--- src/rtl/ypcb_isqrt.sv ---
// bit-serial integer square root, one result bit a cycle
module ypcb_isqrt (
   input  logic        clock,
   input  logic        reset,
   input  logic        start,
   input  logic [63:0] radicand,
   output logic        done,
   output logic [31:0] root
);

   logic        busy_ff, busy_in;
   logic        done_ff, done_in;
   logic [4:0]  step_ff, step_in;
   logic [63:0] n_ff, n_in, res_ff, res_in, rbit_ff, rbit_in;
   logic [63:0] trial;

   assign trial = res_ff + rbit_ff;

   always_comb begin
      busy_in = busy_ff;
      done_in = 1'b0;
      step_in = step_ff;
      n_in    = n_ff;
      res_in  = res_ff;
      rbit_in = rbit_ff;
      if (start) begin
         busy_in = 1'b1;
         step_in = '0;
         n_in    = radicand;
         res_in  = '0;
         rbit_in = 64'h4000_0000_0000_0000;
      end else if (busy_ff) begin
         if (n_ff >= trial) begin
            n_in   = n_ff - trial;
            res_in = (res_ff >> 1) + rbit_ff;
         end else begin
            res_in = res_ff >> 1;
         end
         rbit_in = rbit_ff >> 2;
         step_in = step_ff + 5'd1;
         if (step_ff == 5'd31) begin
            busy_in = 1'b0;
            done_in = 1'b1;
         end
      end
   end

   always_ff @(posedge clock) begin
      if (reset) begin
         busy_ff <= 1'b0;
         done_ff <= 1'b0;
         step_ff <= '0;
      end else begin
         busy_ff <= busy_in;
         done_ff <= done_in;
         step_ff <= step_in;
      end
   end

   always_ff @(posedge clock) begin
      n_ff    <= n_in;
      res_ff  <= res_in;
      rbit_ff <= rbit_in;
   end

   assign done = done_ff;
   assign root = res_ff[31:0];

endmodule

--- config.mk ---
export PLATFORM = sky130hd
export DESIGN_NAME = ypcb_isqrt
export DESIGN_NICKNAME = d
export VERILOG_FILES = /design/src/rtl/ypcb_isqrt.sv
export SDC_FILE = /design/constraint.sdc
export NUM_CORES = 1
export LEC_CHECK = 0
export ABC_CLOCK_PERIOD_IN_PS = 8850
export BUFFER_PORTS_ARGS = -buffer_cell sky130_fd_sc_hd__clkbuf_2
export CAP_MARGIN = 40
export CORE_MARGIN = 2
export CORE_UTILIZATION = 60
export DETAILED_ROUTE_END_ITERATION = 10
export PLACE_DENSITY_LB_ADDON = 0.15
export SETUP_SLACK_MARGIN = 0.4
export SLEW_MARGIN = 20
export SYNTH_ARGS = -nofsm -noshare
export SYNTH_HDL_FRONTEND = slang
export SYNTH_SLANG_ARGS = --single-unit
--- constraint.sdc ---
create_clock -name clock -period 8.85 [get_ports clock]
set_input_delay 2.655 -clock clock [delete_from_list [all_inputs] [get_ports clock]]
set_output_delay 2.655 -clock clock [all_outputs]
set_load 0.02 [all_outputs]
Word-level counts from Yosys, hierarchy flattened. Index checks and enable logic that the tools add are counted.

Bits in registers: 167. Input bits: 67. Logic and storage cells: 26.

Add/sub/neg operators: 4. $lt $le $gt $ge: 1. Equality and inequality tests: 1. Mux-type cells: 8. Bitwise logic cells: 1. Reduce and logical (&&, ||, !) cells: 5.

Operators by type and width (count): $mux W64 (4); $add A63 B63 Y64 (1); $add A64 B63 Y64 (1); $ge A64 B64 Y1 (1); $sub A64 B64 Y64 (1); $add A5 B1 Y5 const B (1); $eq A5 B5 Y1 const B (1); $mux W1 (4); $reduce_bool A2 Y1 (2); $reduce_or A3 Y1 (1); $reduce_and A2 Y1 (1); $reduce_or A2 Y1 (1); $not A1 Y1 (1).

Depth between registers and ports, before layout.
Depth after elaboration: 5. Mapped depth: 27. Gate-level depth less buffers: 23.

Worst setup path after synthesis. Ideal clock, no wire load.

Path type: register -> register. Start: register res_ff[2]. End: register n_ff[0], enable pin. Library setup time: 0.693 ns. Arrival time: 5.559 ns. Required time: 8.157 ns. Slack: 2.598 ns. Stages on the path, launching flop included: 23. Path buffers: 2. Clock period less this slack: 6.252 ns. Cells stage by stage: dfxtp_1 ha_1 a31o_2 a31oi_1 o21ai_2 a31oi_1 o41ai_4 a31oi_1 nand2_1 a31o_2 a31oi_1 xor2_1 ha_1 clkbuf_1 a21o_1 o21bai_1 a311oi_1 o221ai_1 nor3_1 a31o_4 buf_6 nand2b_1 nand2_1.

Word-level cells in the longest chain between the ends: 4.

RTL lines: from (decl) (RTL line 14) `logic [63:0] n_ff, n_in, res_ff, res_in, rbit_ff, rbit_in;`; from (signal assigned) (RTL line 62) `res_ff <= res_in;`; $add A64 B63 Y64 (RTL line 17) `assign trial = res_ff + rbit_ff;`; $ge A64 B64 Y1 (RTL line 33) `if (n_ff >= trial) begin`; $reduce_bool A2 Y1 (no line); $reduce_and A2 Y1 (no line); to (signal assigned) (RTL line 61) `n_ff <= n_in;`; to (decl) (RTL line 14).

Every way passes these cells. A chain may end at the register's enable or synchronous reset.

Worst setup path after layout.
Start: register res_ff[6]. End: register res_ff[33].

Word-level cells in the longest chain between the ends: 3. Elaborated cells between the ends (all ways): 4. Classes of those cells: add/sub (2); order compare (1); mux (1).

RTL lines (RTL line): $add A64 B63 Y64 (17); $ge A64 B64 Y1 (33); $mux W64 (*) (33).

Mark *: on every way between the ends. The rest lies on a longest branch, timed or not.

==> key figures <==
Cells and area
  – Nets: between 2k and 2.5k
  – P&R area growth vs syn: 5.87%
  – Antenna Cells: 0
  – Layout Cells excl Fill: 2300
  – Ratio of cells with drive above 1 in the final layout: 10.8%

Power
  – Comb pwr share: 58.6%
  – Leakage: 6.31 nW
  – Maximum vdd drop: 203 uV
  – Switching share of total power: 47.5%
  – Reg power frac: 25.4%
  – Power per Cell Area: 293 nW/um2
  – Int Pwr: roughly 0.0025 W
  – Power share of the clock group: around 16%
  – Switching pwr: 0.00228 W

Yosys
  – Synth Register Bits: 167
  – Yosys cell types: 88
  – Post-synth top cells: nor2_1, nand2_1, o21ai_0
  – Post-synth top area share: 13.3%
  – Sequential area share after synthesis: between 20% and 30%
  – Synth area leader: dfxtp_1
  – Number of flops mapped to enable cells by yosys: 64
  – Post-synth ARST share: 0%
  – Ys Warns: 0
  – Syn Std Cell Area: roughly 16000 um2
  – Syn_nets: between 2k and 2.5k
  – Gate Count Post-Synth: 1969
  – Synth Flop Type: dfxtp_1
  – Most common cell in the synthesized netlist: nor2_1
  – Top cells by area, synth: dfxtp_1, edfxtp_1, ha_1
  – Avg Inst Size Synth: between 7 and 8 um2

Detailed routing
  – Vias: 14.6k
  – WL final: 41.8 mm
  – Final ANT Viol Nets: 0
  – Per-cell routed wire length: 18.2 um
  – Post-DR vias/cell: 6.36
  – Drt first pass iters: 5
  – DRC viols: 0
  – Drt first-iter violations: 1526

Timing
  – Tcrit/Tclk final: 75.8%
  – Final WS setup: 2.14 ns
  – RSZ-0062 raised after global routing: no
  – Final setup viols: 0
  – Min Clock Period, post-route: 6.71 ns
  – Fin Setup TNS: 0 ns
  – Final Slew Violations: 0
  – Fmax: 0.149 GHz
  – Max-slew headroom: 43.9%
  – Slew @ Worst Pin: about 0.83 ns
  – Hold Vio Cnt, Final: 0
  – Clk_skew: between 0.015 and 0.02 ns

Clocking
  – # clock sinks: between 150 and 200
  – Clock latency on the worst-skew pair: 0.46 ns
  – Post-CTS Repair Setup Buffers: 0
  – Max clock buf depth: 2
  – # hold bufs at CTS: 0
  – CTS Buf Count: 17
  – Cts repair resizes: 0
  – CTS Root Cell: clkbuf_16
  – H-tree level count: 4
  – CTS tree: built
  – Worst-path clk slew: ~0.09 ns

Floorplanning
  – Core Rows: 58
  – Die Area: 27200 um2
  – Die height: 165 um
  – I/O pin count: 100
  – Core Region: 25300 um2
  – Die Width: roughly 160 um
  – Initial core utilization: 61.3%

Global route
  – Met3 usage in global routing: under 10%
  – GRT overflow: 0
  – Tot GR Track Use: 31.1%
  – Met1 usage: 42.3%
  – First-pass GRT wire length: 68.1 mm
  – Vias in the first global route: 13.5k
  – Largest net degree at the start of global routing: 79
  – Global Route met2 Usage: 50.7%
  – Top Usage Layer GRT: met2
  – Initial antenna violation count: 0

Place
  – Port Buf Inserts: between 90 and 100
  – Worst slack, placed: 2.34 ns
  – GPL Wtd Cong: 0.961
  – DP HPWL: 31.9 mm
  – Placed cell count: 2268

Setup path
  – Required time worst endpoint: 9.19 ns
  – Critical Path End Type: flop
  – Critical path type: reg2reg
  – Critical-path cell list: ha_1, nand4_1, o31ai_1, a21boi_0, o21ba_2, o21a_1, o21ai_1, a41oi_1, o2bb2ai_1, xnor2_1, ha_1, a21oi_1, a21boi_0, a311oi_1, o221ai_1, a221oi_1, a31o_4, buf_4, buf_12, a21oi_1, xnor2_1, a211oi_1
  – Critical-path top delay cell: o31ai_1
  – Worst-path fanout max: 57
  – Worst setup SP type: flop
  – CP top delay family: compound AO/OA/AOI/OAI gates
  – Worst Path Arrival: about 7 ns
  – Buf/Inv on CP: 2
  – Max incr delay on CP: between 0.5 and 0.6 ns

Status
  – Status: finished, final reports clean

Min path
  – Hold Path Class: reg2reg

Job
  – Max-cap viol count: 0
[state kept, by name, indices dropped and copies added, names as in the netlist]
name     cells
step_ff      5
done         1
rbit_ff     32
busy_ff      1
n_ff        64
res_ff      64
[power groups by stage]
stage                     registers [W]  clock network, W  logic (W)
after floorplan                 0.00115                 0    0.00228
after global placement          0.00123                 0    0.00270
after detailed placement        0.00123                 0    0.00276
after CTS                       0.00122          0.000783    0.00278
after global routing            0.00124          0.000808    0.00311
final                           0.00122          0.000769    0.00282
[cells by family (layout without fill, tap and decap cells)]
logic type | count (synthesis) | in the layout | share of synthesized area (%)
XOR/XNOR | 159 | 159 | 8.97
buffers and inverters | 178 | 179 | 5.54
AND/OR/NAND/NOR | 645 | 645 | 18.7
adder cells (fa/ha/maj) | 133 | 133 | 10.8
AO/OA/AOI/OAI | 640 | 640 | 27.3
multiplexers | 47 | 47 | 3.05
flip-flops | 167 | 167 | 25.7
[area by class of cell]
class                           count  area, um2
Clock buffer                       17        425
Clock inverter                     15        174
Fill cell                        2223       8890
Inverter                           39        146
Multi-Input combinational cell   1624      10700
Sequential cell                   167       3990
Tap cell                          330        413
Timing Repair Buffer              108        607
[layout by cell type, fill, tap and decap left out, drive strengths merged, types with 64 or more instances in the layout]
cell / instances
a21oi: 126
clkbuf: 115
dfxtp: 103
edfxtp: 64
ha: 132
nand2: 206
nor2: 234
o21ai: 194
xnor2: 82
xor2: 77
[stage by stage]
step           hold slack, ns  utilization (%)  power, W  cell area, um2
2_1_floorplan           0.467                -   0.00343           15500
3_5_place_dp            0.502             62.5   0.00399           15800
3_3_place_gp            0.485             62.3   0.00393           15800
6_report                0.513             64.9   0.00481           16400
5_1_grt                 0.531             64.9   0.00516           16400
4_1_cts                 0.511             64.9   0.00478           16400
[final timing paths]
kind	cells after the start	slack, ns	end	start
setup / recovery	22	2.14	res_ff[33]	res_ff[6]
hold / removal	2	0.51	res_ff[0]	res_ff[0]
setup reg to reg	22	2.14	res_ff[33]	res_ff[6]
hold reg to reg	2	0.51	res_ff[0]	res_ff[0]
[worst min-delay path: cells and delay by family, from the launching register on]
| family | cells | cell delay, ns |
|---|---|---|
| flops | 1 | 0.33 |
| simple gates | 1 | 0.09 |
| compound gates | 1 | 0.05 |
[layer usage]
layer / part of all wire [%] / vias up
li1: - / 7197
met4: 3.1 / 0
met5: 0 / -
met2: 45 / 489
met3: 6.0 / 81
met1: 46 / 6859
No activity file was read; power rests on OpenSTA's default activity.
