`config.mk`:
```
export PLATFORM = sky130hd
export DESIGN_NAME = ypcb_div
export DESIGN_NICKNAME = d
export VERILOG_FILES = /design/src/rtl/ypcb_pkg.sv /design/src/rtl/ypcb_div.sv
export SDC_FILE = /design/constraint.sdc
export NUM_CORES = 1
export LEC_CHECK = 0
export BUFFER_PORTS_ARGS = -buffer_cell sky130_fd_sc_hd__buf_2
export CORE_UTILIZATION = 55
export CTS_CLUSTER_DIAMETER = 30
export DETAILED_ROUTE_END_ITERATION = 7
export PLACE_DENSITY = 0.75
export SETUP_SLACK_MARGIN = 0.15
export SYNTH_ARGS = -nofsm -noshare
export SYNTH_HDL_FRONTEND = slang
export SYNTH_SLANG_ARGS = --single-unit
```
`constraint.sdc`:
```
create_clock -name clock -period 5.55 [get_ports clock]
set_input_delay 0.8325 -clock clock [delete_from_list [all_inputs] [get_ports clock]]
set_output_delay 0.8325 -clock clock [all_outputs]
set_load 0.05 [all_outputs]
```
`src/rtl/ypcb_pkg.sv`:
```
// shared types, constants and the arctangent table for the camera basis block
package ypcb_pkg;

   localparam int unsigned CORDIC_STEPS = 16;

   localparam logic [24:0] FULL_TURN    = 25'd23592960;
   localparam logic [24:0] HALF_TURN    = 25'd11796480;
   localparam logic [24:0] QUARTER_TURN = 25'd5898240;
   localparam logic [24:0] PITCH_LIMIT  = 25'd5832704;
   localparam logic [14:0] UNIT         = 15'd16384;
   localparam logic [32:0] CORDIC_START = 33'd652032874;

   // 128 turns lifts any signed sum above zero before the reduction
   localparam logic [33:0] WRAP_BIAS    = 34'd3019898880;

   localparam logic [2:0] CSR_MOUSE_GAIN  = 3'd0;
   localparam logic [2:0] CSR_WORLD_UP_X  = 3'd1;
   localparam logic [2:0] CSR_WORLD_UP_Y  = 3'd2;
   localparam logic [2:0] CSR_WORLD_UP_Z  = 3'd3;
   localparam logic [2:0] CSR_START_YAW   = 3'd4;
   localparam logic [2:0] CSR_START_PITCH = 3'd5;

   typedef enum logic [4:0] {
      ST_IDLE,
      ST_ANG_X,
      ST_ANG_Y,
      ST_PIT,
      ST_RED_YAW,
      ST_RED_PIT,
      ST_CY_GO,
      ST_CY_WAIT,
      ST_CP_GO,
      ST_CP_WAIT,
      ST_FR0,
      ST_FR1,
      ST_FR2,
      ST_NSQ,
      ST_SQ_GO,
      ST_SQ_WAIT,
      ST_DV_GO,
      ST_DV_WAIT,
      ST_CROSS,
      ST_DONE
   } state_type;

   // arctangent of 2^-i in degrees times 65536
   function automatic logic [21:0] atan_deg(input logic [3:0] step);
      logic [21:0] r;
      case (step)
         4'd0:    r = 22'd2949120;
         4'd1:    r = 22'd1740967;
         4'd2:    r = 22'd919879;
         4'd3:    r = 22'd466945;
         4'd4:    r = 22'd234379;
         4'd5:    r = 22'd117266;
         4'd6:    r = 22'd58666;
         4'd7:    r = 22'd29335;
         4'd8:    r = 22'd14668;
         4'd9:    r = 22'd7334;
         4'd10:   r = 22'd3667;
         4'd11:   r = 22'd1833;
         4'd12:   r = 22'd917;
         4'd13:   r = 22'd458;
         4'd14:   r = 22'd229;
         4'd15:   r = 22'd115;
         default: r = 22'd0;
      endcase
      return r;
   endfunction

endpackage

```
`src/rtl/ypcb_div.sv`:
```
// restoring divider for the unit scaling, quotient limited to 1.0
module ypcb_div import ypcb_pkg::*; (
   input  logic        clock,
   input  logic        reset,
   input  logic        start,
   input  logic [46:0] numer,
   input  logic [31:0] denom,
   output logic        done,
   output logic [14:0] quot
);

   logic        busy_ff, busy_in;
   logic        done_ff, done_in;
   logic [3:0]  step_ff, step_in;
   logic [47:0] rem_ff, rem_in;
   logic [31:0] den_ff, den_in;
   logic [15:0] q_ff, q_in;
   logic [47:0] den_sh;

   assign den_sh = {16'b0, den_ff} << step_ff;

   always_comb begin
      busy_in = busy_ff;
      done_in = 1'b0;
      step_in = step_ff;
      rem_in  = rem_ff;
      den_in  = den_ff;
      q_in    = q_ff;
      if (start) begin
         den_in  = denom;
         rem_in  = {1'b0, numer};
         q_in    = '0;
         step_in = 4'd15;
         // a quotient of 2^16 or more saturates at once
         if ({1'b0, numer} >= {denom, 16'b0}) begin
            q_in    = '1;
            done_in = 1'b1;
         end else begin
            busy_in = 1'b1;
         end
      end else if (busy_ff) begin
         if (rem_ff >= den_sh) begin
            rem_in        = rem_ff - den_sh;
            q_in[step_ff] = 1'b1;
         end
         step_in = step_ff - 4'd1;
         if (step_ff == 4'd0) begin
            busy_in = 1'b0;
            done_in = 1'b1;
         end
      end
   end

   always_ff @(posedge clock) begin
      if (reset) begin
         busy_ff <= 1'b0;
         done_ff <= 1'b0;
         step_ff <= '0;
      end else begin
         busy_ff <= busy_in;
         done_ff <= done_in;
         step_ff <= step_in;
      end
   end

   always_ff @(posedge clock) begin
      rem_ff <= rem_in;
      den_ff <= den_in;
      q_ff   <= q_in;
   end

   assign done = done_ff;
   assign quot = (q_ff > {1'b0, UNIT}) ? UNIT : q_ff[14:0];

endmodule

```
Yosys cells after proc, flatten, opt, wreduce, memory -nomap -nowiden
Index checks and enable logic that the tools add are counted.
{"block": "op_classes", "addsub": 2, "order_cmp": 5, "eq_ne": 1, "n_shift": 1, "mux": 20, "bitwise_logic": 1, "reduce_logical": 6}
{"operator": "2-to-1 mux 47 bit", "count": 3}
{"operator": "2-to-1 mux 16 bit", "count": 4}
{"operator": "greater-or-equal comparator 47 x 48 -> 1 bit", "count": 1}
{"operator": "greater-or-equal comparator 48 bit", "count": 1}
{"operator": "left shift 32 x 4 -> 48 bit", "count": 1}
{"operator": "subtractor 48 bit", "count": 1}
{"operator": "greater-than comparator 16 x 15 -> 1 bit (second input constant)", "count": 1}
{"operator": "OR 16 bit", "count": 1}
{"operator": "2-to-1 mux 15 bit", "count": 1}
{"operator": "2-to-1 mux 1 bit", "count": 9}
{"operator": "2-to-1 mux 4 bit", "count": 2}
{"operator": "less-than comparator 4 x 5 -> 1 bit (second input constant)", "count": 1}
{"operator": "demux 1 bit (select 4 bit)", "count": 1}
{"operator": "greater-or-equal comparator 4 x 1 -> 1 bit (second input constant)", "count": 1}
{"operator": "zero test 4 bit", "count": 1}
{"operator": "AND reduction 2 bit", "count": 2}
{"operator": "nonzero test 2 bit", "count": 2}
{"operator": "subtractor 4 x 1 -> 4 bit (second input constant)", "count": 1}
{"operator": "!= test 2 bit (second input constant)", "count": 1}
{"operator": "logical AND 1 bit", "count": 1}
{"block": "totals", "regBits": 102}

Depth between registers and ports, before layout
{"block": "logic_depth", "word_depth": 8, "depth_mapped": 20, "mapped_depth_nobuf": 16}

Least setup slack after synthesis
No wires, ideal clock.
{"block": "synth_timing", "path_kind": "register to register", "from": "reg step_ff[0]", "to": "reg q_ff[0], enable pin", "setup_ps": 422, "arrival_ps": 4553, "required_time_ps": 5128, "setup_slack_ps": 575, "stages_incl_launch_ff": 14, "path_buffers": 2, "cell_sequence": "dfxtp_1 buf_1 mux4_2 mux2_2 a22oi_1 ha_1 clkbuf_1 nand3_1 nor3_1 and3_1 inv_1 o211ai_1 nand3_1 nand2_1"}
{"block": "synth_via", "elab_chain_len": 4}
{"item": "start: declaration", "line_no": "ypcb_div.sv:14", "source": "logic [3:0] step_ff, step_in;"}
{"item": "start signal: assignment", "line_no": "ypcb_div.sv:62", "source": "step_ff <= step_in;"}
{"item": "left shift 32 x 4 -> 48 bit", "line_no": "ypcb_div.sv:20", "source": "assign den_sh = {16'b0, den_ff} << step_ff;"}
{"item": "greater-or-equal comparator 48 bit", "line_no": "ypcb_div.sv:42", "source": "if (rem_ff >= den_sh) begin"}
{"item": "nonzero test 2 bit (no line)"}
{"item": "AND reduction 2 bit (no line)"}
{"item": "end signal: assignment", "line_no": "ypcb_div.sv:69", "source": "q_ff <= q_in;"}
{"item": "end: declaration", "line_no": "ypcb_div.sv:17", "source": "logic [15:0] q_ff, q_in;"}
No other way between the ends.
A chain may end at the register's enable or synchronous reset.

Final worst setup path
{"block": "layout_timing", "from": "reg step_ff[1]", "to": "reg rem_ff[13], enable pin"}
{"block": "layout_via", "elab_chain_len": 4}
{"item": "left shift 32 x 4 -> 48 bit", "line_no": "ypcb_div.sv:20"}
{"item": "greater-or-equal comparator 48 bit", "line_no": "ypcb_div.sv:42"}
{"item": "nonzero test 2 bit (no line)"}
{"item": "AND reduction 2 bit (no line)"}
{"item": "end signal: assignment", "line_no": "ypcb_div.sv:67", "source": "rem_ff <= rem_in;"}
{"item": "end: declaration", "line_no": "ypcb_div.sv:15", "source": "logic [47:0] rem_ff, rem_in;"}
No other way between the ends.

==> flow_metrics.tcl <==
set metrics [dict create \
    cts_resized 0 \
    yosysMostFrequentCell "nand2_1" \
    maxSlewHeadroom_pct 44.3 \
    min_period_ps 4760 \
    synth_top_area_share_pct 31.5 \
    worst-setup-path-type "reg -> reg" \
    via_count 7878 \
    initial_utilization_pct 56.6 \
    synthesis.area_um2 9060 \
    port_buffers 97 \
    gp_congestion 0.950 \
    wire_per_inst_um 18.3 \
    die_height_um 130 \
    crit_fanout 39 \
    die_x_um 130 \
    synth_flop_cell "edfxtp_1" \
    p_leak_nw 4.21 \
    power.density_nw_per_um2 457 \
    fin_ws_ps 793 \
    synth_area_leaders "edfxtp_1 31%, ha_1 11%, nand2_1 5.6%" \
    ys_types 68 \
    antenna_cells 0 \
    finalPower_mw 4.57 \
    cp_data_arrival_time_ps 4820 \
    drv_cap 0 \
    cts_tree "done" \
    cts_sinks 102 \
    setup_tns_ps 0 \
    worstPathRequired_ps 5610 \
    root_buffer "clkbuf_16" \
    core_area_um2 16000 \
    antenna_found_initial 0 \
    dr.pass1.iters 5 \
    synthArstFlopShare_pct 0 \
    ys_top_cells_by_count "134 x nand2_1, 95 x edfxtp_1, 92 x o21ai_0" \
    grt_pass1_vias 7289 \
    cts_made_buffers 9 \
    critPathLaunchType "flop" \
    totalWireLength_um 23500 \
    syn_inst 1005 \
    grt-ovfl-total 0 \
    viasPerCell 6.12 \
    hp-class "reg -> reg" \
    cts_htree_levels 3 \
    synth_largest_area_cell "edfxtp_1" \
    synth_edf_count 95 \
    cts_max_path_buffers 2 \
    ir_drop_v 0.000265 \
    grt_max_degree 82 \
    regArea_um2 2990 \
    synth_nets 1170 \
    num_rows 46 \
    place_ws_ps 816 \
    post-route-period-util_pct 85.7 \
    clk_latency_ps 370 \
    synth_warnings 0 \
    dieArea_um2 17000 \
    drv_slew 0 \
    path_clk_slew_ps 70 \
    status "finished clean" \
    ios 98 \
    nNetsFinal 1232 \
    fin_util_pct 62.5 \
    ys_ff_latch 102 \
    grt_util_all_layers_pct 29.4 \
    fillers 1406 \
    dpl.hpwl_um 18600 \
    yosysSeqAreaShare_pct 33.0 \
    post_cts.repair.setup_buffers 0 \
    multi_input_area_um2 5650 \
    drt_iter0_markers 646 \
    route.detailed.drc 0 \
    whs_ps 612 \
    endpoint_kind "flop" \
    area_growth_pct 10.4 \
    ctsHoldBuffers 0 \
    grt_pass1_wl_um 37700 \
    skew_ps 10.9 \
    rsz0062_at_grt "false" \
    hold_viol 0 \
    syn_avg_cell_area_um2 9.01 \
    final_layout_size_suffix_gt1_share_pct 16.7 \
    fmax_mhz 210 \
    worst_slew_pin_slew_ps 826 \
    setup_viol 0 \
    postRouteAntennaNets 0 \
]
-- final timing paths --
check                   from         end  slack [ps]  depth (start not counted)
hold / removal    rem_ff[47]  rem_ff[47]         610                          2
setup / recovery  step_ff[1]  rem_ff[13]         790                         15
hold reg to reg   rem_ff[47]  rem_ff[47]         610                          2
setup reg to reg  step_ff[1]  rem_ff[13]         790                         15
-- registers in the layout, summed over array words and instances (netlist names) --
signal and flops:
busy_ff 1, den_ff 32, done 1, q_ff 16, rem_ff 48, step_ff 4
-- area by class of cell --
cell class,count,area share [%]
Clock buffer,9,2.25
Clock inverter,7,0.800
Inverter,56,2.10
Multi-Input combinational cell,793,56.5
Sequential cell,102,29.9
Tap cell,216,2.70
Timing Repair Buffer,105,5.73
-- stage by stage --
stage | std cells | area (µm²)
6_report | 1288 | 10000
5_1_grt | 1288 | 10000
4_1_cts | 1288 | 10000
3_5_place_dp | 1272 | 9700
3_3_place_gp | 1272 | 9700
2_1_floorplan | 1005 | 9060
-- logic make-up after synthesis --
group	after synthesis	synth area share, %
XOR/XNOR	46	4.45
buffers and inverters	110	4.60
adder cells (fa/ha/maj)	83	11.5
multiplexers	59	9.79
AND/OR/NAND/NOR	311	16.1
flip-flops	102	33.0
AO/OA/AOI/OAI	294	20.4
-- worst max-delay path, cell delays in order, from the launching register on --
cell and delay, ps:
dfxtp_1 770, buf_4 330, mux4_2 330, nand2_1 80
o21ai_0 160, a22oi_1 340, ha_1 290, and2_1 250
nand3_1 190, nor3_1 300, and3_1 190, inv_1 40
o211ai_1 200, nand3_1 120, nand2_2 520, buf_12 310
-- layout by cell type, fill, tap and decap left out, types with 6 or more instances in the layout --
cell type / n
nand2_1: 133
buf_2: 96
edfxtp_1: 95
o21ai_0: 92
ha_1: 82
a21oi_1: 77
nor2_1: 57
inv_1: 55
a21o_1: 31
xnor2_1: 29
mux2i_1: 23
a211oi_1: 23
mux4_2: 22
and2_1: 19
nand3_1: 18
xor2_1: 17
nand4_1: 15
nor2b_1: 13
mux2_2: 13
and3_1: 11
clkbuf_16: 9
a31oi_1: 8
o21bai_1: 8
nor3_1: 8
nor4_1: 7
o211ai_1: 7
nand2b_1: 7
buf_4: 7
or2_2: 6
dfxtp_1: 6
-- where the power goes --
group          switching (mW)  internal (mW)  total (mW)  leakage, nW
Sequential              0.120           1.12        1.24         1.01
Combinational            1.60           1.06        2.66         3.06
Clock                   0.321          0.357       0.678        0.148
Total                    2.04           2.53        4.57         4.21
-- routing by layer --
layer	vias up	track usage, %	part of all wire, %
li1	3842	-	-
met4	0	7.98	1.8
met1	3670	40.7	45
met5	-	0	0
met3	38	6.07	7.7
met2	328	46.6	45
No activity file was read; power rests on OpenSTA's default activity.
