$ cat src/rtl/ypcb_pkg.sv
// shared types, constants and the arctangent table for the camera basis block
package ypcb_pkg;

   localparam int unsigned CORDIC_STEPS = 16;

   localparam logic [24:0] FULL_TURN    = 25'd23592960;
   localparam logic [24:0] HALF_TURN    = 25'd11796480;
   localparam logic [24:0] QUARTER_TURN = 25'd5898240;
   localparam logic [24:0] PITCH_LIMIT  = 25'd5832704;
   localparam logic [14:0] UNIT         = 15'd16384;
   localparam logic [32:0] CORDIC_START = 33'd652032874;

   // 128 turns lifts any signed sum above zero before the reduction
   localparam logic [33:0] WRAP_BIAS    = 34'd3019898880;

   localparam logic [2:0] CSR_MOUSE_GAIN  = 3'd0;
   localparam logic [2:0] CSR_WORLD_UP_X  = 3'd1;
   localparam logic [2:0] CSR_WORLD_UP_Y  = 3'd2;
   localparam logic [2:0] CSR_WORLD_UP_Z  = 3'd3;
   localparam logic [2:0] CSR_START_YAW   = 3'd4;
   localparam logic [2:0] CSR_START_PITCH = 3'd5;

   typedef enum logic [4:0] {
      ST_IDLE,
      ST_ANG_X,
      ST_ANG_Y,
      ST_PIT,
      ST_RED_YAW,
      ST_RED_PIT,
      ST_CY_GO,
      ST_CY_WAIT,
      ST_CP_GO,
      ST_CP_WAIT,
      ST_FR0,
      ST_FR1,
      ST_FR2,
      ST_NSQ,
      ST_SQ_GO,
      ST_SQ_WAIT,
      ST_DV_GO,
      ST_DV_WAIT,
      ST_CROSS,
      ST_DONE
   } state_type;

   // arctangent of 2^-i in degrees times 65536
   function automatic logic [21:0] atan_deg(input logic [3:0] step);
      logic [21:0] r;
      case (step)
         4'd0:    r = 22'd2949120;
         4'd1:    r = 22'd1740967;
         4'd2:    r = 22'd919879;
         4'd3:    r = 22'd466945;
         4'd4:    r = 22'd234379;
         4'd5:    r = 22'd117266;
         4'd6:    r = 22'd58666;
         4'd7:    r = 22'd29335;
         4'd8:    r = 22'd14668;
         4'd9:    r = 22'd7334;
         4'd10:   r = 22'd3667;
         4'd11:   r = 22'd1833;
         4'd12:   r = 22'd917;
         4'd13:   r = 22'd458;
         4'd14:   r = 22'd229;
         4'd15:   r = 22'd115;
         default: r = 22'd0;
      endcase
      return r;
   endfunction

endpackage

$ cat src/rtl/ypcb_cordic.sv
// iterative cordic rotator giving cos and sin of an angle in degrees
module ypcb_cordic import ypcb_pkg::*; (
   input  logic               clock,
   input  logic               reset,
   input  logic               start,
   input  logic signed [25:0] angle,
   output logic               done,
   output logic signed [32:0] cos_val,
   output logic signed [32:0] sin_val
);

   logic               busy_ff, busy_in;
   logic               done_ff, done_in;
   logic [3:0]         step_ff, step_in;
   logic               flip_ff, flip_in;
   logic signed [32:0] x_ff, x_in, y_ff, y_in;
   logic signed [25:0] z_ff, z_in;
   logic signed [25:0] z_fold;
   logic               fold_flip;
   logic signed [32:0] dx, dy;
   logic signed [25:0] at;

   always_comb begin
      z_fold    = angle;
      fold_flip = 1'b0;
      if (z_fold > $signed({1'b0, HALF_TURN})) begin
         z_fold = z_fold - $signed({1'b0, FULL_TURN});
      end
      if (z_fold > $signed({1'b0, QUARTER_TURN})) begin
         z_fold    = z_fold - $signed({1'b0, HALF_TURN});
         fold_flip = 1'b1;
      end else if (z_fold < -$signed({1'b0, QUARTER_TURN})) begin
         z_fold    = z_fold + $signed({1'b0, HALF_TURN});
         fold_flip = 1'b1;
      end
   end

   assign dx = y_ff >>> step_ff;
   assign dy = x_ff >>> step_ff;
   assign at = $signed({4'b0, atan_deg(step_ff)});

   always_comb begin
      busy_in = busy_ff;
      done_in = 1'b0;
      step_in = step_ff;
      flip_in = flip_ff;
      x_in    = x_ff;
      y_in    = y_ff;
      z_in    = z_ff;
      if (start) begin
         busy_in = 1'b1;
         step_in = '0;
         flip_in = fold_flip;
         x_in    = $signed(CORDIC_START);
         y_in    = '0;
         z_in    = z_fold;
      end else if (busy_ff) begin
         if (z_ff >= 0) begin
            x_in = x_ff - dx;
            y_in = y_ff + dy;
            z_in = z_ff - at;
         end else begin
            x_in = x_ff + dx;
            y_in = y_ff - dy;
            z_in = z_ff + at;
         end
         step_in = step_ff + 4'd1;
         if (step_ff == 4'(CORDIC_STEPS - 1)) begin
            busy_in = 1'b0;
            done_in = 1'b1;
         end
      end
   end

   always_ff @(posedge clock) begin
      if (reset) begin
         busy_ff <= 1'b0;
         done_ff <= 1'b0;
         step_ff <= '0;
      end else begin
         busy_ff <= busy_in;
         done_ff <= done_in;
         step_ff <= step_in;
      end
   end

   always_ff @(posedge clock) begin
      flip_ff <= flip_in;
      x_ff    <= x_in;
      y_ff    <= y_in;
      z_ff    <= z_in;
   end

   assign done    = done_ff;
   assign cos_val = flip_ff ? -x_ff : x_ff;
   assign sin_val = flip_ff ? -y_ff : y_ff;

endmodule

$ cat config.mk
export PLATFORM = sky130hd
export DESIGN_NAME = ypcb_cordic
export DESIGN_NICKNAME = d
export VERILOG_FILES = /design/src/rtl/ypcb_pkg.sv /design/src/rtl/ypcb_cordic.sv
export SDC_FILE = /design/constraint.sdc
export NUM_CORES = 1
export LEC_CHECK = 0
export BUFFER_PORTS_ARGS = -buffer_cell sky130_fd_sc_hd__buf_2
export CAP_MARGIN = 10
export CORE_ASPECT_RATIO = 1.25
export CORE_UTILIZATION = 40
export CTS_CLUSTER_SIZE = 30
export DETAILED_ROUTE_END_ITERATION = 7
export GPL_ROUTABILITY_DRIVEN = 0
export PLACE_DENSITY = 0.65
export SYNTH_ARGS = -nofsm -noshare
export SYNTH_HDL_FRONTEND = slang
export SYNTH_SLANG_ARGS = --single-unit
$ cat constraint.sdc
create_clock -name clock -period 16.8 [get_ports clock]
set_input_delay 0.84 -clock clock [delete_from_list [all_inputs] [get_ports clock]]
set_output_delay 0.84 -clock clock [all_outputs]
set_load 0.005 [all_outputs]
Word level (Yosys, flattened, before mapping). Memory sizes are Yosys's and may differ from the RTL's. A register that Yosys moved wholly into a read port is not among the register bits. Index checks and enable logic that the tools add are counted.

Input bits: 29. Output and inout port bits: 67. Logic and storage cells: 48. Register bits: 99. Memory bits (read-only): 352. Memories kept: 1.

Mux-type cells: 17. Shifts and indexed selects: 2. Add/sub/neg operators: 12. Equal/unequal tests: 1. Bitwise gates (word level): 1. Reduce and logical (&&, ||, !) cells: 3. Magnitude comparators: 4.

Memories: (no name shown) (depth 16, bits a word 22, rd ports 1, clocked after memory_dff 1, write ports 0, RTL line ypcb_pkg.sv:49) `case (step)`.

Operators by type and width (count): $mux 26 (6); $mux 33 (4); $add 33x33->33 (2); $neg 33->33 (2); $sshr 33x4->33 (2); $sub 33x33->33 (2); $add 26x23->26 (1); $add 26x25->26 const B (1); $ge 26x1->1 const B (1); $gt 26x24->1 const B (1); $gt 26x25->1 const B (1); $lt 26x24->1 const B (1); $sub 26x23->26 (1); $sub 26x25->26 const B (1); $sub 26x26->26 const B (1); $mux 4 (2); $mux 1 (5); $add 4x1->4 const B (1); $eq 4x4->1 const B (1); $reduce_or 3->1 (1); $reduce_bool 2->1 (1); $reduce_or 2->1 (1); $not 1->1 (1).

Depth between registers and ports, before layout. Gate-level depths: netlist of run 1.

Depth in word-level cells: 6. Depth in mapped cells: 29. Gate-level depth less buffers: 23.

Least setup slack after synthesis of run 1. Ideal clock, no wire load.

Path kind: reg2reg. Start point: reg step_ff[3]. End point: reg y_ff[31]. Cell stages (with the launch flop): 27. Path slack: 11.053 ns. Setup time: 0.140 ns. Required time: 16.660 ns. Buffers on the path: 8. Clock period less this slack: 5.747 ns. Arrival time: 5.607 ns. Cell sequence: dfxtp_1 > buf_4 > clkbuf_1 > buf_4 > clkbuf_1 > clkbuf_1 > clkbuf_1 > clkbuf_1 > nand2_1 > nand2_1 > ha_1 > inv_1 > o31ai_2 > nand2_1 > o21ai_0 > xor2_1 > ha_1 > clkbuf_1 > nand4_1 > a211o_1 > o21ai_0 > a2111oi_0 > or4_1 > a21boi_0 > o31ai_1 > mux2i_1 > o311ai_0.

Longest elaborated chain between the ends: 3. Elaborated cells between the ends (all ways): 4. Those cells by class: add/sub (2); shift (1); mux (1).

Ends and longest elaborated chain: from (decl) (RTL line ypcb_cordic.sv:14) `logic [3:0] step_ff, step_in;`; from (signal assigned) (RTL line ypcb_cordic.sv:83) `step_ff <= step_in;`; $sshr 33x4->33 (*) (RTL line ypcb_cordic.sv:39) `assign dy = x_ff >>> step_ff;`; $sub 33x33->33 / $add 33x33->33 (equally long branches) (RTL line ypcb_cordic.sv:64, ypcb_cordic.sv:60); $mux 33 (*) (RTL line ypcb_cordic.sv:58) `if (z_ff >= 0) begin`; to (signal assigned) (RTL line ypcb_cordic.sv:90) `y_ff <= y_in;`; to (decl) (RTL line ypcb_cordic.sv:16) `logic signed [32:0] x_ff, x_in, y_ff, y_in;`.

Mark *: on every way between the ends. The rest lies on a longest branch, timed or not. A chain may end at the register's enable or synchronous reset.

Final worst setup path of run 1.
Start point: reg step_ff[1]. End point: reg y_ff[31].

The elaborated chain is that of the path after synthesis.

==> results of run 1 <==
## layer usage
metal	track usage, %	wire [um]
met3	2.56	2220
met4	13.6	2830
met5	0	10
met1	25.7	20000
met2	42.0	25200
## area by class of cell
type | count | area [um2]
well taps | 559 | 699
repair buffers | 107 | 568
flip-flops and latches | 121 | 2710
clock inverters | 14 | 123
clock buffers | 18 | 439
inverters | 58 | 218
multi-input cells | 1813 | 13300
fillers | 4264 | 24000
## worst max path at each step
stage	start	slack, ns	to
CTS	step_ff[1]	9.97	y_ff[31]
global placement	step_ff[1]	10.18	y_ff[31]
floorplan	step_ff[3]	11.05	y_ff[31]
global route	step_ff[1]	9.33	y_ff[31]
detailed placement	step_ff[1]	10.01	y_ff[31]
finish	step_ff[1]	9.89	y_ff[31]
## cells by family (layout without fill, tap and decap cells)
family                   Yosys count  after routing
AND/OR/NAND/NOR                  665            665
AO/OA/AOI/OAI                    626            626
buffers and inverters            217            197
XOR/XNOR                         215            215
multiplexers                     196            196
flip-flops                       121            121
adder cells (fa/ha/maj)          111            111
## layout by cell type (no fill, tap or decap), types with 13 or more instances in the layout
| cell | instances |
|---|---|
| sky130_fd_sc_hd__xnor2_1 | 141 |
| sky130_fd_sc_hd__nor2b_1 | 17 |
| sky130_fd_sc_hd__mux2i_1 | 105 |
| sky130_fd_sc_hd__edfxtp_1 | 27 |
| sky130_fd_sc_hd__buf_4 | 13 |
| sky130_fd_sc_hd__buf_2 | 94 |
| sky130_fd_sc_hd__o31ai_1 | 33 |
| sky130_fd_sc_hd__nand2b_1 | 32 |
| sky130_fd_sc_hd__and3_1 | 20 |
| sky130_fd_sc_hd__a211oi_1 | 33 |
| sky130_fd_sc_hd__o21ai_0 | 147 |
| sky130_fd_sc_hd__nand2_1 | 227 |
| sky130_fd_sc_hd__ha_1 | 108 |
| sky130_fd_sc_hd__dfxtp_1 | 89 |
| sky130_fd_sc_hd__a21oi_1 | 140 |
| sky130_fd_sc_hd__a31oi_1 | 20 |
| sky130_fd_sc_hd__inv_1 | 52 |
| sky130_fd_sc_hd__a21o_1 | 47 |
| sky130_fd_sc_hd__or3_1 | 23 |
| sky130_fd_sc_hd__mux4_2 | 44 |
| sky130_fd_sc_hd__mux2_2 | 38 |
| sky130_fd_sc_hd__nor3_1 | 33 |
| sky130_fd_sc_hd__nor4_1 | 13 |
| sky130_fd_sc_hd__or4_1 | 17 |
| sky130_fd_sc_hd__xor2_1 | 74 |
| sky130_fd_sc_hd__nand3_1 | 31 |
| sky130_fd_sc_hd__o21a_1 | 29 |
| sky130_fd_sc_hd__clkbuf_16 | 17 |
| sky130_fd_sc_hd__o21bai_1 | 16 |
| sky130_fd_sc_hd__nor2_1 | 168 |
| sky130_fd_sc_hd__o211ai_1 | 18 |
| sky130_fd_sc_hd__nand4_1 | 13 |
| sky130_fd_sc_hd__o22ai_1 | 27 |
## power groups by stage
stage	Combinational (mW)	Clock (mW)	Sequential (mW)
final	2.80	0.367	0.638
after CTS	2.79	0.372	0.631
after global routing	3.14	0.384	0.647
after floorplan	2.33	0	0.457
after detailed placement	2.77	0	0.638
after global placement	2.73	0	0.631
## metrics by stage
stage               utilization (%)  total power, mW  cell area (um2)
floorplan                         -             2.79            17100
global placement               41.7             3.36            17500
detailed placement             41.7             3.41            17500
CTS                            43.0             3.80            18100
global route                   43.0             4.17            18100
finish                         43.0             3.81            18100
## registers in the layout, summed over array words and instances, names as in the netlist
name	count
x_ff	33
at	22
y_ff	33
z_ff	26
step_ff	4
done	1
flip_ff	1
busy_ff	1
## critical path, cell delays in order, from the launching register on
cell                        delay [ns]
sky130_fd_sc_hd__dfxtp_4          0.81
sky130_fd_sc_hd__buf_4            0.65
sky130_fd_sc_hd__clkinv_1         0.49
sky130_fd_sc_hd__mux2_2           0.36
sky130_fd_sc_hd__nor2_1           0.04
sky130_fd_sc_hd__nor2_1           0.17
sky130_fd_sc_hd__mux2_2           0.21
sky130_fd_sc_hd__ha_1             0.16
sky130_fd_sc_hd__inv_1            0.07
sky130_fd_sc_hd__o31ai_2          0.48
sky130_fd_sc_hd__nand2_1          0.13
sky130_fd_sc_hd__o21ai_0          0.21
sky130_fd_sc_hd__xor2_1           0.10
sky130_fd_sc_hd__ha_1             0.42
sky130_fd_sc_hd__nand4_1          0.13
sky130_fd_sc_hd__a211o_1          0.28
sky130_fd_sc_hd__o21ai_0          0.50
sky130_fd_sc_hd__a2111oi_0        0.24
sky130_fd_sc_hd__or4_1            0.59
sky130_fd_sc_hd__a21boi_0         0.26
sky130_fd_sc_hd__o31ai_1          0.11
sky130_fd_sc_hd__mux2i_1          0.14
sky130_fd_sc_hd__o311ai_0         0.13
==> key figures, run 1 <==
Status
  – Status: completed

Cells and area
  – Fraction of layout instances using a drive strength above 1: 13.1%
  – Final-stage net count: 2258
  – Area growth, synth to finish: 5.88%
  – # diodes: 0
  – Final std cells w/o fill: around 2700

Timing
  – Headroom to the max-slew limit: around a quarter
  – Final count of pins violating max slew: 0
  – Fmax: 145 MHz
  – Number of setup violations in the final report: 0
  – Unrepaired setup endpoints after global routing: false
  – Worst-case clock skew: roughly 0.019 ns
  – Aggregate negative setup slack: 0 ns
  – Period utilisation layout: about two fifths
  – Post-route minimum period: 6.91 ns
  – Fin worst setup slack: between 9 and 10 ns
  – Worst slew pin tran: 1.15 ns
  – Hold Fails Final Rpt: 0
  – Worst hold slack across all endpoints: just under 0.6 ns

Synthesis
  – Primary flip-flop cell chosen by synthesis mapping: sky130_fd_sc_hd__dfxtp_1
  – Async set or reset register ratio after synthesis: 0%
  – Cell count after synthesis: about 2200
  – Yosys warns: 0
  – Largest area contributor in the synthesized netlist: sky130_fd_sc_hd__dfxtp_1
  – Main combinational cell family by area after synthesis: compound AO/OA/AOI/OAI gates
  – Most repeated cell in the gate-level netlist after synthesis: sky130_fd_sc_hd__nand2_1
  – Post-synth net total: 2291
  – Share of synthesized cell area in full adder, half adder and majority cells: 8.27%
  – Number of synthesized flops with an enable pin: 27
  – Area fraction in compound gates after synthesis: around a quarter
  – Synth unique cells: 107
  – Xor/xnor share of the synthesized area: between 10% and 20%
  – Synth top area cells: sky130_fd_sc_hd__dfxtp_1 (11%), sky130_fd_sc_hd__ha_1 (7.9%), sky130_fd_sc_hd__xnor2_1 (7.2%)
  – Most frequent cells after synthesis: sky130_fd_sc_hd__nand2_1 (227), sky130_fd_sc_hd__nor2_1 (168), sky130_fd_sc_hd__o21ai_0 (147), sky130_fd_sc_hd__xnor2_1 (141), sky130_fd_sc_hd__a21oi_1 (140)
  – Area of the mapped netlist: 0.0171 mm2
  – #FFs+latches synth: 121
  – Fraction of the mapped netlist area in simple logic gates: 19.1%
  – Multiplexer share of the synthesized area: 15.5%
  – Per-instance average area after synthesis: 7.94 um2
  – Sequential cell area fraction in the yosys report: 15.8%
  – Area share of the leading cell type in the synthesized netlist: 11.0%

Drt
  – Detail-routed net length per standard cell: between 15 and 20 um
  – Drt first pass iters: 5
  – Routed Wire Length: about 50000 um
  – Ratio of routed vias to standard cells: 6.09
  – 1st-iter DRT viols: 1256
  – Detailed-route DRC error count: 0
  – Via count: 16400
  – Number of nets with antenna violations after detailed routing: 0

Setup path
  – Required time worst endpoint: about 17 ns
  – Critical path fanouts, max: 50
  – Worst reg2reg path depth: 22
  – Worst setup path category: reg -> reg
  – Critical path launch point type: flop
  – Startpoint of the most critical register-to-register path: step_ff[1]
  – Signal arrival time at the worst endpoint: roughly 7.2 ns
  – CP Capture Type: flop
  – Endpoint of the worst register-to-register path: y_ff[31]
  – Worst setup slack for register-to-register paths: just under 10 ns

Clock tree
  – Setup Fix Bufs, Post-CTS: 0
  – Clock network latency to the later pin of the worst-skew pair: ~0.45 ns
  – CTS tree: yes
  – Cells resized by post-CTS repair: 0
  – Number of sinks driven by the clock tree: 121
  – Clock root cell: sky130_fd_sc_hd__clkbuf_16
  – Count of hold-fix buffers inserted at cts: 0
  – CTS Buffer Depth: 2
  – TritonCTS buffer count: 17
  – Reg clk slew, reported paths: 0.07 ns
  – H-Tree Depth: 4

Floorplanning
  – Total Die Area: 0.0435 mm2
  – Initial Util: 40.6%
  – Standard-cell row count: between 80 and 90
  – Number of placed I/O pins: 96
  – Std-Cell Core Area: 0.0420 mm2
  – Die Span X: 187 um
  – Vert. Die Dim: 233 um

Pwr
  – Combinational share of power: 73.6%
  – Internal power of the cells: 1.89 mW
  – Leakage power summed over all cells: 7.22 nW
  – Sequential group share of total power: ~17%
  – Reported net switching power: around 1.9 mW
  – Net Sw Frac: 50.3%
  – Max VDD drop: 102 uV
  – Clock Power Share: 9.6%
  – Power Dens Cells: 211 mW/mm2

Place
  – Port-buffer cells: 95
  – Detailed placer's ending HPWL: ~38000 um
  – Post-place setup slack: between 10 and 15 ns
  – # placed instances: between 2000 and 3000

Worst hold path
  – HP Class: reg -> reg
  – Worst Hold Depth: 2
  – Worst hold endpoint: x_ff[0]
  – Origin of the worst min-delay path: x_ff[0]

Global route
  – Total Routing Usage GR: 23.0%
  – Via count of the first global-routing pass: 15800
  – Initial antenna violation count: 1
  – Leftover overflow at the end of global routing: 0
  – Global-route wire length before repair: 81300 um
  – Pin count of the biggest net entering global routing: 88

Run
  – Max-cap violations: 0
(Power assumes the default switching activity.)
==> run 2, diff against run 1 <==
--- a/config.mk
+++ b/config.mk
@@ -5,6 +5,7 @@
 export SDC_FILE = /design/constraint.sdc
 export NUM_CORES = 1
 export LEC_CHECK = 0
+export ABC_AREA = 1
 export BUFFER_PORTS_ARGS = -buffer_cell sky130_fd_sc_hd__buf_2
 export CAP_MARGIN = 10
 export CORE_ASPECT_RATIO = 1.25
@@ -12,7 +13,7 @@
 export CTS_CLUSTER_SIZE = 30
 export DETAILED_ROUTE_END_ITERATION = 7
 export GPL_ROUTABILITY_DRIVEN = 0
-export PLACE_DENSITY = 0.65
+export PLACE_DENSITY = 0.67
 export SYNTH_ARGS = -nofsm -noshare
 export SYNTH_HDL_FRONTEND = slang
 export SYNTH_SLANG_ARGS = --single-unit
==> constraint.sdc (replaced) <==
create_clock -name clock -period 5.6 [get_ports clock]
set_input_delay 0.28 -clock clock [delete_from_list [all_inputs] [get_ports clock]]
set_output_delay 0.28 -clock clock [all_outputs]
set_load 0.005 [all_outputs]
==> run 2 against run 1 <==
Design area is 1.1% higher. Register-to-register slack worse by 9.4 ns. Utilization is 1.2 points higher.
==> key figures, run 2 <==
Drt
  – Detail-routed net length per standard cell: 15.5 um (-17%)
  – Via count: 19100 (+17%)
  – Number of nets with antenna violations after detailed routing: 0 (unchanged)
  – Drt first pass iters: 6 (+1)
  – Detailed-route DRC error count: 0 (unchanged)
  – Routed Wire Length: 53500 um (+6.4%)
  – Ratio of routed vias to standard cells: 5.54 (-9.1%)
  – 1st-iter DRT viols: 1770 (+41%)

Pwr
  – Sequential group share of total power: 14.3% (-2.5 points)
  – Net Sw Frac: 56.0% (+5.7 points)
  – Power Dens Cells: 602 mW/mm2 (+190%)
  – Leakage power summed over all cells: 9.27 nW (+28%)
  – Clock Power Share: 10.2% (+0.6 points)
  – Max VDD drop: 283 uV (+180%)
  – Reported net switching power: 6.16 mW (+220%)
  – Combinational share of power: 75.5% (+1.9 points)
  – Internal power of the cells: 4.85 mW (+160%)

Cells and area
  – Commonest non-fill, non-tap cell in the layout: sky130_fd_sc_hd__nand2_1
  – Top library cells by usage in the layout, fill and taps aside: sky130_fd_sc_hd__nand2_1 (686), sky130_fd_sc_hd__nand3_1 (408), sky130_fd_sc_hd__inv_1 (351)
  – Fraction of layout instances using a drive strength above 1: 8.06% (-5.0 points)
  – Area growth, synth to finish: 8.09%
  – Top Registers: x_ff (33), y_ff (33), z_ff (26)
  – Final-stage net count: 3031 (+34%)
  – Total of fill cells in the finished design: 4524 (+6.1%)

Setup path
  – Critical path launch point type: flop
  – Endpoint of the worst register-to-register path: y_ff[32]
  – Worst setup path category: reg -> reg
  – Worst setup slack for register-to-register paths: 0.52 ns (-9.37 ns)
  – CP Capture Type: flop
  – Critical path fanouts, max: 47 (-6.0%)
  – Startpoint of the most critical register-to-register path: step_ff[1]
  – Signal arrival time at the worst endpoint: 5.43 ns (-1.75 ns)
  – Worst reg2reg path depth: 26 (+18%)
  – Required time worst endpoint: 5.95 ns (-11.12 ns)

Floorplanning
  – Standard-cell row count: 83 (-1.2%)
  – Number of placed I/O pins: 96 (unchanged)
  – Std-Cell Core Area: 0.0413 mm2 (-1.7%)
  – Die Span X: 186 um (-0.46%)
  – Vert. Die Dim: 232 um (-0.46%)
  – Initial Util: 40.9% (+0.31 points)
  – Total Die Area: 0.0431 mm2 (-0.92%)

Synthesis
  – Per-instance average area after synthesis: 5.91 um2 (-25%)
  – Synth top area cells: sky130_fd_sc_hd__nand2_1 (15%), sky130_fd_sc_hd__nand3_1 (12%), sky130_fd_sc_hd__dfxtp_1 (11%)
  – Number of synthesized flops with an enable pin: 27 (unchanged)
  – Area share of the leading cell type in the synthesized netlist: 15.2% (+4.2 points)
  – Largest area contributor in the synthesized netlist: sky130_fd_sc_hd__nand2_1
  – #FFs+latches synth: 121 (unchanged)
  – Area of the mapped netlist: 0.0169 mm2 (-0.93%)
  – Sequential cell area fraction in the yosys report: 15.9% (+0.15 points)
  – Async set or reset register ratio after synthesis: 0% (unchanged)
  – Yosys warns: 0 (unchanged)
  – Synth unique cells: 57 (-47%)
  – Cell count after synthesis: 2860 (+33%)
  – Primary flip-flop cell chosen by synthesis mapping: sky130_fd_sc_hd__dfxtp_1
  – Most repeated cell in the gate-level netlist after synthesis: sky130_fd_sc_hd__nand2_1
  – Most frequent cells after synthesis: sky130_fd_sc_hd__nand2_1 (686), sky130_fd_sc_hd__nand3_1 (408), sky130_fd_sc_hd__inv_1 (352), sky130_fd_sc_hd__nor2_1 (252), sky130_fd_sc_hd__a21oi_1 (181)
  – Post-synth net total: 3000 (+31%)

Clock tree
  – Number of sinks driven by the clock tree: 121 (unchanged)
  – Cells resized by post-CTS repair: 0 (unchanged)
  – Count of hold-fix buffers inserted at cts: 1 (+1)
  – H-Tree Depth: 4 (unchanged)
  – Clock network latency to the later pin of the worst-skew pair: 0.47 ns (+0.02 ns)
  – CTS Buffer Depth: 2 (unchanged)
  – TritonCTS buffer count: 17 (unchanged)
  – Setup Fix Bufs, Post-CTS: 0 (unchanged)
  – CTS tree: yes
  – Reg clk slew, reported paths: 0.07 ns (about the same)
  – Clock root cell: sky130_fd_sc_hd__clkbuf_16

Timing
  – Headroom to the max-slew limit: 42.2% (+19 points)
  – Final count of pins violating max slew: 0 (unchanged)
  – Number of setup violations in the final report: 0 (unchanged)
  – Fmax: 197 MHz (+36%)
  – Fin worst setup slack: 0.522 ns (-9.37 ns)
  – Period utilisation layout: 90.7% (+50 points)
  – Hold Fails Final Rpt: 0 (unchanged)
  – Worst slew pin tran: 0.867 ns (-0.280 ns)
  – Worst-case clock skew: 0.0167 ns (-0.00237 ns)
  – Post-route minimum period: 5.08 ns (-1.83 ns)
  – Aggregate negative setup slack: 0 ns (unchanged)
  – Unrepaired setup endpoints after global routing: false

Global route
  – Leftover overflow at the end of global routing: 0 (unchanged)
  – Total Routing Usage GR: 24.9% (+2.0 points)
  – Global-route wire length before repair: 86300 um (+6.3%)
  – Pin count of the biggest net entering global routing: 72 (-18%)
  – Via count of the first global-routing pass: 17800 (+13%)
  – Initial antenna violation count: 1 (unchanged)

Place
  – Detailed placer's ending HPWL: 41900 um (+11%)
  – Post-place setup slack: 0.747 ns (-9.26 ns)
  – Port-buffer cells: 95 (unchanged)

Worst hold path
  – Origin of the worst min-delay path: angle[7]
  – Worst hold endpoint: z_ff[7]
  – HP Class: in -> reg
  – Worst Hold Depth: 3 (+1)

Run
  – Max-cap violations: 0 (unchanged)

Status
  – Status: completed
run 2: cell types whose count changed after synthesis, sizes merged, moves of 57 or more:
cell	delta
inv	+309
nand2	+473
xor2	+72
xnor2	-106
mux2i	-107
nand3	+381
nor2	+96
clkbuf	-57
run 2: critical path: stages, from the launching register on:
cell	delay (ns)
sky130_fd_sc_hd__dfxtp_2	0.58
sky130_fd_sc_hd__buf_4	0.52
sky130_fd_sc_hd__nand3_1	0.19
sky130_fd_sc_hd__nand3_1	0.15
sky130_fd_sc_hd__nand3_1	0.11
sky130_fd_sc_hd__nand2_1	0.19
sky130_fd_sc_hd__inv_2	0.08
sky130_fd_sc_hd__nor2_4	0.12
sky130_fd_sc_hd__nand3_2	0.07
sky130_fd_sc_hd__nor2_2	0.17
sky130_fd_sc_hd__inv_2	0.08
sky130_fd_sc_hd__nor2_2	0.21
sky130_fd_sc_hd__inv_2	0.07
sky130_fd_sc_hd__nand2_1	0.07
sky130_fd_sc_hd__xor2_1	0.16
sky130_fd_sc_hd__inv_1	0.06
sky130_fd_sc_hd__ha_1	0.34
sky130_fd_sc_hd__a21o_1	0.20
sky130_fd_sc_hd__a31oi_1	0.14
sky130_fd_sc_hd__a21boi_0	0.37
sky130_fd_sc_hd__o21ai_1	0.20
sky130_fd_sc_hd__a21oi_1	0.41
sky130_fd_sc_hd__nand3_2	0.14
sky130_fd_sc_hd__nand2_1	0.08
sky130_fd_sc_hd__nor2_1	0.05
sky130_fd_sc_hd__nor2_1	0.09
sky130_fd_sc_hd__nor2_1	0.05
run 2: cell type report:
| class | instances | area, um2 | share of cell area, % |
|---|---|---|---|
| repair buffers | 115 | 628 | 3.44 |
| flip-flops and latches | 121 | 2700 | 14.8 |
| multi-input cells | 2273 | 12300 | 67.3 |
| inverters | 363 | 1370 | 7.48 |
| diodes | 1 | 2.50 | 0.0137 |
| clock inverters | 12 | 113 | 0.616 |
| well taps | 552 | 691 | 3.78 |
| clock buffers | 20 | 478 | 2.62 |
run 2: stage by stage:
step / hold WS (ns) / instances / cell area [um2] / util (%) / power (mW)
finish: 0.0959 / 3457 / 18300 / 44.2 / 11.0
global route: 0.115 / 3457 / 18300 / 44.2 / 12.2
CTS: 0.0849 / 3456 / 18300 / 44.2 / 10.9
detailed placement: 0.484 / 3423 / 17700 / 42.8 / 9.75
global placement: 0.482 / 3423 / 17700 / 42.8 / 9.62
floorplan: 0.359 / 2860 / 16900 / - / 7.73
run 2: layer usage:
| layer | up-vias | routed length [um] | track usage [%] |
|---|---|---|---|
| met2 | 670 | 25800 | 43.5 |
| met4 | 0 | 3380 | 16.0 |
| li1 | 9549 | - | - |
| met1 | 8740 | 22000 | 28.8 |
| met3 | 180 | 2280 | 2.43 |
| met5 | - | 0 | 0 |
run 2: worst max-delay path by stage:
stage	depth (start not counted)	slack [ns]	startpoint	endpoint
6_report	26	0.52	step_ff[1]	y_ff[32]
5_1_grt	29	0.19	step_ff[1]	y_ff[32]
4_1_cts	26	0.71	step_ff[1]	y_ff[32]
3_5_place_dp	26	0.75	step_ff[1]	y_ff[32]
3_3_place_gp	29	0.84	step_ff[1]	y_ff[32]
2_1_floorplan	31	1.77	step_ff[1]	y_ff[25]
run 2: power by group through the flow:
stage	clock (mW)	sequential [mW]	combinational, mW
after floorplan	0	1.38	6.35
after global placement	0	1.58	8.04
after detailed placement	0	1.59	8.16
after CTS	1.14	1.57	8.24
after global routing	1.17	1.59	9.40
final	1.12	1.57	8.31
run 2: cells by family (layout without fill, tap and decap cells):
logic type	after synthesis	after routing	share of synthesized area [%]
and+or+nand+nor	1505	1505	39.0
other	0	1	0
buffers and inverters	466	510	11.3
AOI/OAI and AO/OA	476	476	16.0
DFF	121	121	15.9
xor gates and xnor gates	181	181	9.37
adders and majority gates	111	111	8.35
